--- src/sv/fit_policy_block_allocator_unit_assert.svh ---
// Assertion macros used by the allocator RTL.
`ifndef FIT_POLICY_BLOCK_ALLOCATOR_UNIT_ASSERT_SVH
`define FIT_POLICY_BLOCK_ALLOCATOR_UNIT_ASSERT_SVH

// Clocked property, disabled while reset is asserted (active low).
`define FPBA_ASSERT(name, clk, rstn, prop, msg) \
  name: assert property (@(posedge clk) disable iff (!rstn) prop) else $error(msg);

// Expression that must never be true on a clock edge.
`define FPBA_ASSERT_NEVER(name, clk, rstn, expr, msg) \
  `FPBA_ASSERT(name, clk, rstn, !(expr), msg)

`endif

--- src/sv/fpba_pkg.sv ---
// Shared constants and types of the fit-policy block allocator.
package fpba_pkg;

  localparam int unsigned CMD_W      = 1;
  localparam int unsigned SLOT_W     = 4;
  localparam int unsigned REQ_W      = 16;
  localparam int unsigned IDX_OUT_W  = 4;
  localparam int unsigned POLICY_W   = 2;
  localparam int unsigned COUNT_W    = 5;
  localparam int unsigned CFG_ADDR_W = 1;
  localparam int unsigned CFG_DATA_W = 5;

  // Command codes
  localparam logic [CMD_W-1:0] CMD_LOAD  = 1'b0;
  localparam logic [CMD_W-1:0] CMD_ALLOC = 1'b1;

  // Fit policy codes; the unused code behaves as first fit
  localparam logic [POLICY_W-1:0] POL_FIRST = 2'd0;
  localparam logic [POLICY_W-1:0] POL_BEST  = 2'd1;
  localparam logic [POLICY_W-1:0] POL_WORST = 2'd2;

  // Register indexes
  localparam logic [CFG_ADDR_W-1:0] REG_FIT_POLICY  = 1'd0;
  localparam logic [CFG_ADDR_W-1:0] REG_BLOCK_COUNT = 1'd1;

  localparam logic [POLICY_W-1:0] POLICY_RESET = POL_FIRST;
  localparam logic [COUNT_W-1:0]  COUNT_RESET  = 5'd16;

  typedef struct packed {
    logic                 granted;
    logic [IDX_OUT_W-1:0] block_index;
  } result_t;

endpackage

--- src/sv/fpba_in_if.sv ---
// Input channel: load and allocate beats.
interface fpba_in_if;
  import fpba_pkg::*;

  logic              valid;
  logic              ready;
  logic [CMD_W-1:0]  command;
  logic [SLOT_W-1:0] block_slot;
  logic [REQ_W-1:0]  size_value;

  modport source (output valid, output command, output block_slot, output size_value,
                  input ready);
  modport sink (input valid, input command, input block_slot, input size_value,
                output ready);
endinterface

--- src/sv/fpba_out_if.sv ---
// Output channel: allocation result beats.
interface fpba_out_if;
  import fpba_pkg::*;

  logic                 valid;
  logic                 ready;
  logic                 granted;
  logic [IDX_OUT_W-1:0] block_index;

  modport source (output valid, output granted, output block_index, input ready);
  modport sink (input valid, input granted, input block_index, output ready);
endinterface

--- src/sv/fpba_ram.sv ---
// Remaining-size table: 1R1W synchronous RAM with per-entry valid bits.
module fpba_ram #(
  parameter int unsigned DEPTH = 16,
  parameter int unsigned WIDTH = 16,
  parameter int unsigned AW    = (DEPTH > 1) ? $clog2(DEPTH) : 1
) (
  input  logic             clk_i,
  input  logic             rst_ni,
  input  logic             we_i,
  input  logic [AW-1:0]    waddr_i,
  input  logic [WIDTH-1:0] wdata_i,
  input  logic [AW-1:0]    raddr_i,
  output logic [WIDTH-1:0] rdata_o
);

  logic [WIDTH-1:0] mem_q [DEPTH];
  logic [DEPTH-1:0] valid_q;
  logic [WIDTH-1:0] rdata_q;
  logic             rvalid_q;

  // Valid bits stand in for the reset-to-zero of the table
  always_ff @(posedge clk_i or negedge rst_ni) begin
    if (!rst_ni) begin
      valid_q  <= '0;
      rvalid_q <= 1'b0;
    end else begin
      if (we_i) begin
        valid_q[waddr_i] <= 1'b1;
      end
      rvalid_q <= valid_q[raddr_i];
    end
  end

  always_ff @(posedge clk_i) begin
    if (we_i) begin
      mem_q[waddr_i] <= wdata_i;
    end
    rdata_q <= mem_q[raddr_i];
  end

  assign rdata_o = rvalid_q ? rdata_q : '0;

endmodule

--- src/sv/fpba_ctrl.sv ---
// Allocation sequencer: table scan, policy compare and write-back.
module fpba_ctrl #(
  parameter int unsigned NUM_BLOCKS = 16,
  parameter int unsigned SIZE_BITS  = 16,
  parameter int unsigned IDX_W      = (NUM_BLOCKS > 1) ? $clog2(NUM_BLOCKS) : 1
) (
  input  logic                           clk_i,
  input  logic                           rst_ni,
  fpba_in_if.sink                        in_if,
  input  logic [fpba_pkg::POLICY_W-1:0]  policy_i,
  input  logic [fpba_pkg::COUNT_W-1:0]   bcount_i,
  output logic                           res_valid_o,
  input  logic                           res_ready_i,
  output fpba_pkg::result_t              res_o,
  output logic                           mem_we_o,
  output logic [IDX_W-1:0]               mem_waddr_o,
  output logic [SIZE_BITS-1:0]           mem_wdata_o,
  output logic [IDX_W-1:0]               mem_raddr_o,
  input  logic [SIZE_BITS-1:0]           mem_rdata_i
);
  import fpba_pkg::*;

  `include "fit_policy_block_allocator_unit_assert.svh"

  localparam int unsigned CNT_W   = $clog2(NUM_BLOCKS + 1);
  localparam int unsigned LIM_W   = (CNT_W > COUNT_W) ? CNT_W : COUNT_W;
  localparam int unsigned CMP_W   = (SIZE_BITS > REQ_W) ? SIZE_BITS : REQ_W;
  localparam int unsigned SLOTC_W = (CNT_W > SLOT_W) ? CNT_W : SLOT_W;

  typedef enum logic [1:0] {ST_IDLE, ST_SCAN, ST_DRAIN, ST_DONE} state_e;

  state_e               state_q;
  logic [LIM_W-1:0]     rd_idx_q;
  logic                 chk_valid_q;
  logic [IDX_W-1:0]     chk_idx_q;
  logic                 found_q;
  logic [IDX_W-1:0]     pick_q;
  logic [SIZE_BITS-1:0] pick_val_q;
  logic [REQ_W-1:0]     req_q;

  logic [LIM_W-1:0]     bc_ext;
  logic [LIM_W-1:0]     limit;
  logic                 fits;
  logic                 take;
  logic                 slot_ok;
  logic                 alloc_acc;

  // Blocks searched: register value saturated at the table depth
  assign bc_ext = LIM_W'(bcount_i);
  assign limit  = (bc_ext > LIM_W'(NUM_BLOCKS)) ? LIM_W'(NUM_BLOCKS) : bc_ext;

  assign in_if.ready = (state_q == ST_IDLE);
  assign alloc_acc   = in_if.valid && (state_q == ST_IDLE) && (in_if.command == CMD_ALLOC);
  assign slot_ok     = SLOTC_W'(in_if.block_slot) < SLOTC_W'(NUM_BLOCKS);

  // Candidate compare on the entry read last cycle
  assign fits = CMP_W'(mem_rdata_i) >= CMP_W'(req_q);

  always_comb begin
    take = 1'b0;
    if (fits) begin
      if (!found_q) begin
        take = 1'b1;
      end else begin
        unique case (policy_i)
          POL_FIRST: take = 1'b0;
          POL_BEST:  take = mem_rdata_i < pick_val_q;
          POL_WORST: take = mem_rdata_i > pick_val_q;
          default:   take = 1'b0;
        endcase
      end
    end
  end

  // Single write port: loads in idle, write-back of the granted entry at result handoff
  always_comb begin
    if (state_q == ST_IDLE) begin
      mem_we_o    = in_if.valid && (in_if.command == CMD_LOAD) && slot_ok;
      mem_waddr_o = IDX_W'(in_if.block_slot);
      mem_wdata_o = SIZE_BITS'(in_if.size_value);
    end else begin
      mem_we_o    = (state_q == ST_DONE) && res_ready_i && found_q;
      mem_waddr_o = pick_q;
      mem_wdata_o = SIZE_BITS'(CMP_W'(pick_val_q) - CMP_W'(req_q));
    end
  end

  assign mem_raddr_o       = rd_idx_q[IDX_W-1:0];
  assign res_valid_o       = (state_q == ST_DONE);
  assign res_o.granted     = found_q;
  assign res_o.block_index = IDX_OUT_W'(pick_q);

  always_ff @(posedge clk_i or negedge rst_ni) begin
    if (!rst_ni) begin
      state_q     <= ST_IDLE;
      rd_idx_q    <= '0;
      chk_valid_q <= 1'b0;
      chk_idx_q   <= '0;
      found_q     <= 1'b0;
      pick_q      <= '0;
      pick_val_q  <= '0;
      req_q       <= '0;
    end else begin
      chk_valid_q <= 1'b0;
      if (chk_valid_q && take) begin
        found_q    <= 1'b1;
        pick_q     <= chk_idx_q;
        pick_val_q <= mem_rdata_i;
      end
      unique case (state_q)
        ST_IDLE: begin
          if (alloc_acc) begin
            req_q    <= in_if.size_value;
            found_q  <= 1'b0;
            pick_q   <= '0;
            rd_idx_q <= '0;
            state_q  <= (limit == '0) ? ST_DONE : ST_SCAN;
          end
        end
        ST_SCAN: begin
          chk_valid_q <= 1'b1;
          chk_idx_q   <= rd_idx_q[IDX_W-1:0];
          rd_idx_q    <= rd_idx_q + LIM_W'(1);
          if (rd_idx_q == limit - LIM_W'(1)) begin
            state_q <= ST_DRAIN;
          end
        end
        ST_DRAIN: begin
          state_q <= ST_DONE;
        end
        ST_DONE: begin
          if (res_ready_i) begin
            state_q <= ST_IDLE;
          end
        end
        default: state_q <= ST_IDLE;
      endcase
    end
  end

  `FPBA_ASSERT(a_grant_in_range, clk_i, rst_ni, (res_valid_o && found_q) |-> (LIM_W'(pick_q) < limit), "granted block outside searched range")
  `FPBA_ASSERT(a_refuse_index_zero, clk_i, rst_ni, (res_valid_o && !found_q) |-> (pick_q == '0), "refused result with nonzero index")
  `FPBA_ASSERT(a_alloc_leaves_idle, clk_i, rst_ni, alloc_acc |=> (state_q != ST_IDLE), "allocate beat did not start a search")
  `FPBA_ASSERT_NEVER(a_scan_in_range, clk_i, rst_ni, (state_q == ST_SCAN) && (rd_idx_q >= limit), "scan read past block count")

endmodule

--- src/sv/fit_policy_block_allocator_unit.sv ---
// Top level of the fit-policy block allocator.
// A load beat writes one block's capacity into the remaining-size table and returns nothing.
// An allocate beat is accepted in idle and then starts a scan of the table RAM. The scan does
// one synchronous read per searched block (block_count saturated at NUM_BLOCKS). A drain state
// covers the read latency. A last state writes the chosen entry back and hands the result to
// the output register; it waits there while the output register is still held by the
// downstream side. When block_count is zero the scan is skipped. The block takes no new beat
// until the allocate is done. The single RAM read port sets the length of the scan. The table
// comes out of reset as all zero through per-entry valid bits; there is no clearing pass. The
// user must write configuration only while idle; the block itself does not enforce it.
module fit_policy_block_allocator_unit #(
  parameter int unsigned NUM_BLOCKS = 16,
  parameter int unsigned SIZE_BITS  = 16
) (
  input  logic                            clk_i,
  input  logic                            rst_ni,
  input  logic                            cfg_we_i,
  input  logic [fpba_pkg::CFG_ADDR_W-1:0] cfg_addr_i,
  input  logic [fpba_pkg::CFG_DATA_W-1:0] cfg_data_i,
  fpba_in_if.sink                         in_if,
  fpba_out_if.source                      out_if
);
  import fpba_pkg::*;

  localparam int unsigned IDX_W = (NUM_BLOCKS > 1) ? $clog2(NUM_BLOCKS) : 1;

  // Configuration registers
  logic [POLICY_W-1:0]  policy_q;
  logic [COUNT_W-1:0]   bcount_q;

  // Output register: lets the sequencer take new beats while a result waits
  logic                 out_valid_q;
  result_t              out_res_q;

  // Sequencer to output stage
  logic                 res_valid;
  logic                 res_ready;
  result_t              res;

  // Table RAM port
  logic                 mem_we;
  logic [IDX_W-1:0]     mem_waddr;
  logic [SIZE_BITS-1:0] mem_wdata;
  logic [IDX_W-1:0]     mem_raddr;
  logic [SIZE_BITS-1:0] mem_rdata;

  always_ff @(posedge clk_i or negedge rst_ni) begin
    if (!rst_ni) begin
      policy_q <= POLICY_RESET;
      bcount_q <= COUNT_RESET;
    end else if (cfg_we_i) begin
      unique case (cfg_addr_i)
        REG_FIT_POLICY:  policy_q <= cfg_data_i[POLICY_W-1:0];
        REG_BLOCK_COUNT: bcount_q <= cfg_data_i[COUNT_W-1:0];
        default: ;
      endcase
    end
  end

  // Result slot is free when empty or draining this cycle
  assign res_ready = !out_valid_q || out_if.ready;

  always_ff @(posedge clk_i or negedge rst_ni) begin
    if (!rst_ni) begin
      out_valid_q <= 1'b0;
    end else if (res_valid && res_ready) begin
      out_valid_q <= 1'b1;
    end else if (out_if.ready) begin
      out_valid_q <= 1'b0;
    end
  end

  always_ff @(posedge clk_i) begin
    if (res_valid && res_ready) begin
      out_res_q <= res;
    end
  end

  assign out_if.valid       = out_valid_q;
  assign out_if.granted     = out_res_q.granted;
  assign out_if.block_index = out_res_q.block_index;

  fpba_ctrl #(
    .NUM_BLOCKS (NUM_BLOCKS),
    .SIZE_BITS  (SIZE_BITS)
  ) u_ctrl (
    .clk_i       (clk_i),
    .rst_ni      (rst_ni),
    .in_if       (in_if),
    .policy_i    (policy_q),
    .bcount_i    (bcount_q),
    .res_valid_o (res_valid),
    .res_ready_i (res_ready),
    .res_o       (res),
    .mem_we_o    (mem_we),
    .mem_waddr_o (mem_waddr),
    .mem_wdata_o (mem_wdata),
    .mem_raddr_o (mem_raddr),
    .mem_rdata_i (mem_rdata)
  );

  fpba_ram #(
    .DEPTH (NUM_BLOCKS),
    .WIDTH (SIZE_BITS)
  ) u_ram (
    .clk_i   (clk_i),
    .rst_ni  (rst_ni),
    .we_i    (mem_we),
    .waddr_i (mem_waddr),
    .wdata_i (mem_wdata),
    .raddr_i (mem_raddr),
    .rdata_o (mem_rdata)
  );

endmodule
--- src/flat_wrapper.sv ---
// flat-port wrapper written by rule: the top's interface ports become plain ports
module fit_policy_block_allocator_unit_flat import fpba_pkg::*;
#(
  parameter int unsigned NUM_BLOCKS = 16,
  parameter int unsigned SIZE_BITS  = 16
)
  (clk_i, rst_ni, cfg_we_i, cfg_addr_i, cfg_data_i, in_if_valid, in_if_command, in_if_block_slot, in_if_size_value, in_if_ready, out_if_valid, out_if_granted, out_if_block_index, out_if_ready);
  fpba_in_if in_if_i ();
  fpba_out_if out_if_i ();
  input  logic clk_i;
  input  logic rst_ni;
  input  logic cfg_we_i;
  input  logic [fpba_pkg::CFG_ADDR_W-1:0] cfg_addr_i;
  input  logic [fpba_pkg::CFG_DATA_W-1:0] cfg_data_i;
  input wire logic [$bits(in_if_i.valid)-1:0] in_if_valid;
  input wire logic [$bits(in_if_i.command)-1:0] in_if_command;
  input wire logic [$bits(in_if_i.block_slot)-1:0] in_if_block_slot;
  input wire logic [$bits(in_if_i.size_value)-1:0] in_if_size_value;
  output wire logic [$bits(in_if_i.ready)-1:0] in_if_ready;
  output wire logic [$bits(out_if_i.valid)-1:0] out_if_valid;
  output wire logic [$bits(out_if_i.granted)-1:0] out_if_granted;
  output wire logic [$bits(out_if_i.block_index)-1:0] out_if_block_index;
  input wire logic [$bits(out_if_i.ready)-1:0] out_if_ready;
  assign in_if_i.valid = in_if_valid;
  assign in_if_i.command = in_if_command;
  assign in_if_i.block_slot = in_if_block_slot;
  assign in_if_i.size_value = in_if_size_value;
  assign in_if_ready = in_if_i.ready;
  assign out_if_valid = out_if_i.valid;
  assign out_if_granted = out_if_i.granted;
  assign out_if_block_index = out_if_i.block_index;
  assign out_if_i.ready = out_if_ready;
  fit_policy_block_allocator_unit #(.NUM_BLOCKS(NUM_BLOCKS), .SIZE_BITS(SIZE_BITS)) u_core (.clk_i(clk_i), .rst_ni(rst_ni), .cfg_we_i(cfg_we_i), .cfg_addr_i(cfg_addr_i), .cfg_data_i(cfg_data_i), .in_if(in_if_i), .out_if(out_if_i));
endmodule
--- config.mk ---
export PLATFORM = sky130hd
export DESIGN_NAME = fit_policy_block_allocator_unit_flat
export DESIGN_NICKNAME = d
export VERILOG_FILES = /design/src/sv/fpba_pkg.sv /design/src/sv/fpba_in_if.sv /design/src/sv/fpba_out_if.sv /design/src/sv/fpba_ram.sv /design/src/sv/fpba_ctrl.sv /design/src/sv/fit_policy_block_allocator_unit.sv /design/src/flat_wrapper.sv
export VERILOG_INCLUDE_DIRS = /design/src /design/src/sv
export SDC_FILE = /design/constraint.sdc
export NUM_CORES = 1
export LEC_CHECK = 0
export CAP_MARGIN = 20
export CORE_ASPECT_RATIO = 0.7
export CORE_MARGIN = 3
export CORE_UTILIZATION = 30
export DETAILED_ROUTE_END_ITERATION = 10
export DONT_BUFFER_PORTS = 1
export GPL_ROUTABILITY_DRIVEN = 1
export PLACE_DENSITY_LB_ADDON = 0.25
export SETUP_SLACK_MARGIN = 0.15
export SLEW_MARGIN = 40
export SYNTH_ARGS = -nofsm -noshare
export SYNTH_HDL_FRONTEND = slang
export SYNTH_SLANG_ARGS = --single-unit
--- constraint.sdc ---
create_clock -name clk_i -period 3.18 [get_ports clk_i]
set_input_delay 0.636 -clock clk_i [delete_from_list [all_inputs] [get_ports clk_i]]
set_output_delay 0.636 -clock clk_i [all_outputs]
set_load 0.05 [all_outputs]
==> impl_results.md <==
- I/O Pins: 39
- Fmax achieved: 345 MHz
- Post-Synth XOR/XNOR Area: 0.862%
- Metal1 wirelength: 19,600 µm
- Crit-path max cell delay: 0.48 ns
- Mapped Cells: 926
- Worst Hold Launch: cfg_data_i[0]
- Vias in the first global route: 8,561
- Area grow syn2layout: 16.3%
- Max-cap violations: 0
- GRT Overall Usage: 14.2%
- Mux cell area share after synthesis: 15.5%
- Slowest CP cell: buf_4
- Synth Area in Simple Gates: 6.07%
- CP Buf/Inv Count: 3
- Clk buf depth: 3
- Initial antenna violation count: 0
- Synth Area in Adders: 4.46%
- Int Pwr: 0.0123 W
- CTS clk-pin slew, worst paths: 0.06 ns
- Hold_ws: 0.233 ns
- Die height: 195 µm
- Max-Slew Margin vs Limit: 50.6%
- CTS tree: done
- Congestion Overflow GR: 0
- CP Cell Sequence: inv_1 -> ha_2 -> buf_4 -> buf_4
- Core area: 0.0498 mm²
- CP Capture Type: output port
- WP depth: 4
- Hold depth: 2
- Family with the most delay on the worst path: buffers and inverters
- Synth Cell Area: 0.0152 mm²
- Part of the cycle the worst path needs: 91.1%
- Ys async rst share: 21.1%
- # rows: 68
- Total design power: 0.0190 W
- Largest family of logic cells by synthesized area: multiplexers
- Die width: 275 µm
- Htree depth: 2
- Sequential share of power: 39.7%
- Most frequent cells in the layout: edfxtp_1, mux4_2, dfrtp_1
- #FFs+latches synth: 351
- Net load switching power: 0.00677 W
- Uppermost layer routed: met4
- Routed WL per cell: 22.3 µm
- Post-synth EDFFs: 261
- Commonest non-fill, non-tap cell in the layout: edfxtp_1
- Routed WL: 37,400 µm
- Final #Nets: 1,070
- RR Endpoint: u_core.u_ram.mem_q[0][12]
- Max-slew violations: 0
- Synth top area cells: edfxtp_1, mux4_2, dfrtp_1
- Unrepaired setup endpoints after global routing: no
- Startpoint types: flop
- Largest area contributor in the netlist: edfxtp_1
- Maximum VDD drop: 0.613 mV
- Worst r2r path cells: 11
- Clk Tree Root Cell: clkbuf_16
- Switching Share: 35.5%
- Post-route non-filler standard cell count: 1,679
- Synth top area share: 51.4%
- Comb power frac: 39.4%
- Placed Area: 0.0166 mm²
- Setup violations, final: 0
- First-pass GRT wire length: 56,500 µm
- CTS sink cnt: 351
- Yosys cell types: 60
- DRT antenna net count: 0
- Hold EP: u_core.policy_q[0]
- Ys flop type: edfxtp_1
- Share of layout cells above drive strength 1: 27.8%
- Worst EP required: 2.54 ns
- Mapped Nets: 1,011
- Met2 WL post-DR: 15,600 µm
- Post-route cell area: 0.0177 mm²
- Tmin final: 2.90 ns
- DR pass1 iterations: 5
- Fill count: 4,678
- DR WL met3: 1720 µm
- Total Neg Setup Slack: 0 ns
- Post-CTS setup buffers: 0
- Post-synthesis compound-gate area fraction: 5.16%
- Arrival @ worst endpoint: 2.26 ns
- Clock share of power: 20.9%
- Outcome: finished clean
- DP Wirelength: 24,400 µm
- Seq/Total Area, Yosys: 65.7%
- Critical setup path kind: flop to output port
- Placed Cells: 1,611
- Largest net degree at the start of global routing: 75
- Average instance area after synthesis: 16.5 µm²
- Final hold violations: 0
- Vias per cell: 4.96
- Ys Warns: 0
- Initial Util: 30.6%
- Initial DRC count: 662
- Pwr dens: 1070 mW/mm²
- Clock latency at the later pin of the worst-skew pair: 0.53 ns
- R2R setup slack: 0.29 ns
- Die area: 0.0536 mm²
- DRC: 0
- Layout Skew: 0.0161 ns
- P_leak: 6.25 nW
- Reg-to-Reg Start: u_core.u_ctrl.pick_val_q[0]
- Via Count: 8,328
- Worst-margin pin slew: 0.733 ns
- GP Congestion: 0.793
- Input/output buffers: 0
- CP max FO: 42
- Most common cell on crit path: buf_4
- Total CTS buffers: 35
- Min-Delay Path Class: input pin to flop
==> cells by family after synthesis <==
family | count (synthesis)
DFF | 351
buffers and inverters | 84
adders and majority gates | 54
and+or+nand+nor | 177
AOI/OAI and AO/OA | 119
muxes | 126
xor gates and xnor gates | 15
==> synthesized netlist by cell type, types with 22 or more instances <==
master    number
mux2_2        29
ha_1          52
o21ai_0       34
clkbuf_1      22
nor2_1        25
nand2_1       48
mux4_2        85
inv_1         49
nand3_1       23
a21oi_1       23
edfxtp_1     261
dfrtp_1       73
==> through the flow <==
step | setup slack [ns] | utilization, %
3_3_place_gp | 0.193 | 33.3
5_1_grt | 0.154 | 35.6
4_1_cts | 0.155 | 35.6
3_5_place_dp | 0.196 | 33.3
2_1_floorplan | -0.117 | -
6_report | 0.283 | 35.6
==> layer usage <==
metal	up-vias	global-route usage, %
met5	-	0
met4	0	2.68
met3	47	2.72
met2	154	19.8
met1	4404	22.8
li1	3723	-
==> worst reg2reg max path: stages (launching register included) <==
cell       delay (ns)
dfrtp_1          0.35
inv_1            0.06
ha_1             0.24
fa_1             0.42
nor2b_1          0.12
o21ai_0          0.14
a21oi_2          0.22
o211ai_1         0.15
a31o_2           0.30
a2111oi_0        0.38
nand3b_1         0.18
buf_6            0.18
==> power by group through the flow <==
stage               Combinational [W]  Clock (W)  Sequential (W)
global placement              0.00741          0         0.00766
CTS                           0.00753    0.00410         0.00757
finish                        0.00750    0.00399         0.00756
detailed placement            0.00746          0         0.00765
global route                  0.00831    0.00429         0.00763
floorplan                     0.00495          0         0.00739
==> cell type report <==
type	instances	area [µm²]	share of cell area [%]
flip-flops and latches	351	10000	56.5
multi-input cells	491	4960	28.0
clock buffers	56	1030	5.79
well taps	665	832	4.69
repair buffers	57	642	3.62
inverters	49	184	1.04
clock inverters	8	65.1	0.367
diodes	2	5.00	0.0282
==> registers in the layout (all words and copies together) (netlist names) <==
register / cells
u_core.u_ctrl.pick_val_q: 16
u_core.u_ctrl.found_q: 1
u_core.u_ctrl.chk_idx_q: 4
u_core.u_ctrl.rd_idx_q: 5
u_core.u_ctrl.state_q: 2
u_core.u_ram.mem_q: 256
u_core.u_ram.rvalid_q: 1
u_core.out_if.block_index: 4
u_core.out_if.granted: 1
u_core.bcount_q: 5
u_core.u_ram.valid_q: 16
u_core.u_ctrl.pick_q: 4
u_core.policy_q: 2
u_core.u_ctrl.chk_valid_q: 1
u_core.out_if.valid: 1
u_core.u_ctrl.req_q: 16
u_core.u_ram.rdata_q: 16
==> repair_timing <==
action                                  CTS  global route
endpoints found under the setup margin    0            84
resized for setup                         0             8
hold endpoints to repair                 74             0
hold buffers                              2             0
==> worst max-delay path by stage <==
stage	startpoint	to	slack (ns)
5_1_grt	u_core.u_ram.rvalid_q	u_core.u_ctrl.pick_val_q[15]	0.15
3_3_place_gp	u_core.u_ctrl.pick_val_q[0]	u_core.u_ram.mem_q[12][12]	0.19
3_5_place_dp	u_core.u_ctrl.pick_val_q[0]	u_core.u_ram.mem_q[12][12]	0.20
6_report	u_core.u_ctrl.state_q[0]	in_if_ready	0.28
4_1_cts	u_core.u_ctrl.pick_val_q[0]	u_core.u_ram.mem_q[5][12]	0.15
2_1_floorplan	u_core.u_ctrl.state_q[0]	u_core.u_ram.mem_q[1][0]	-0.12
Note: power is estimated with default switching activity, not from simulation.
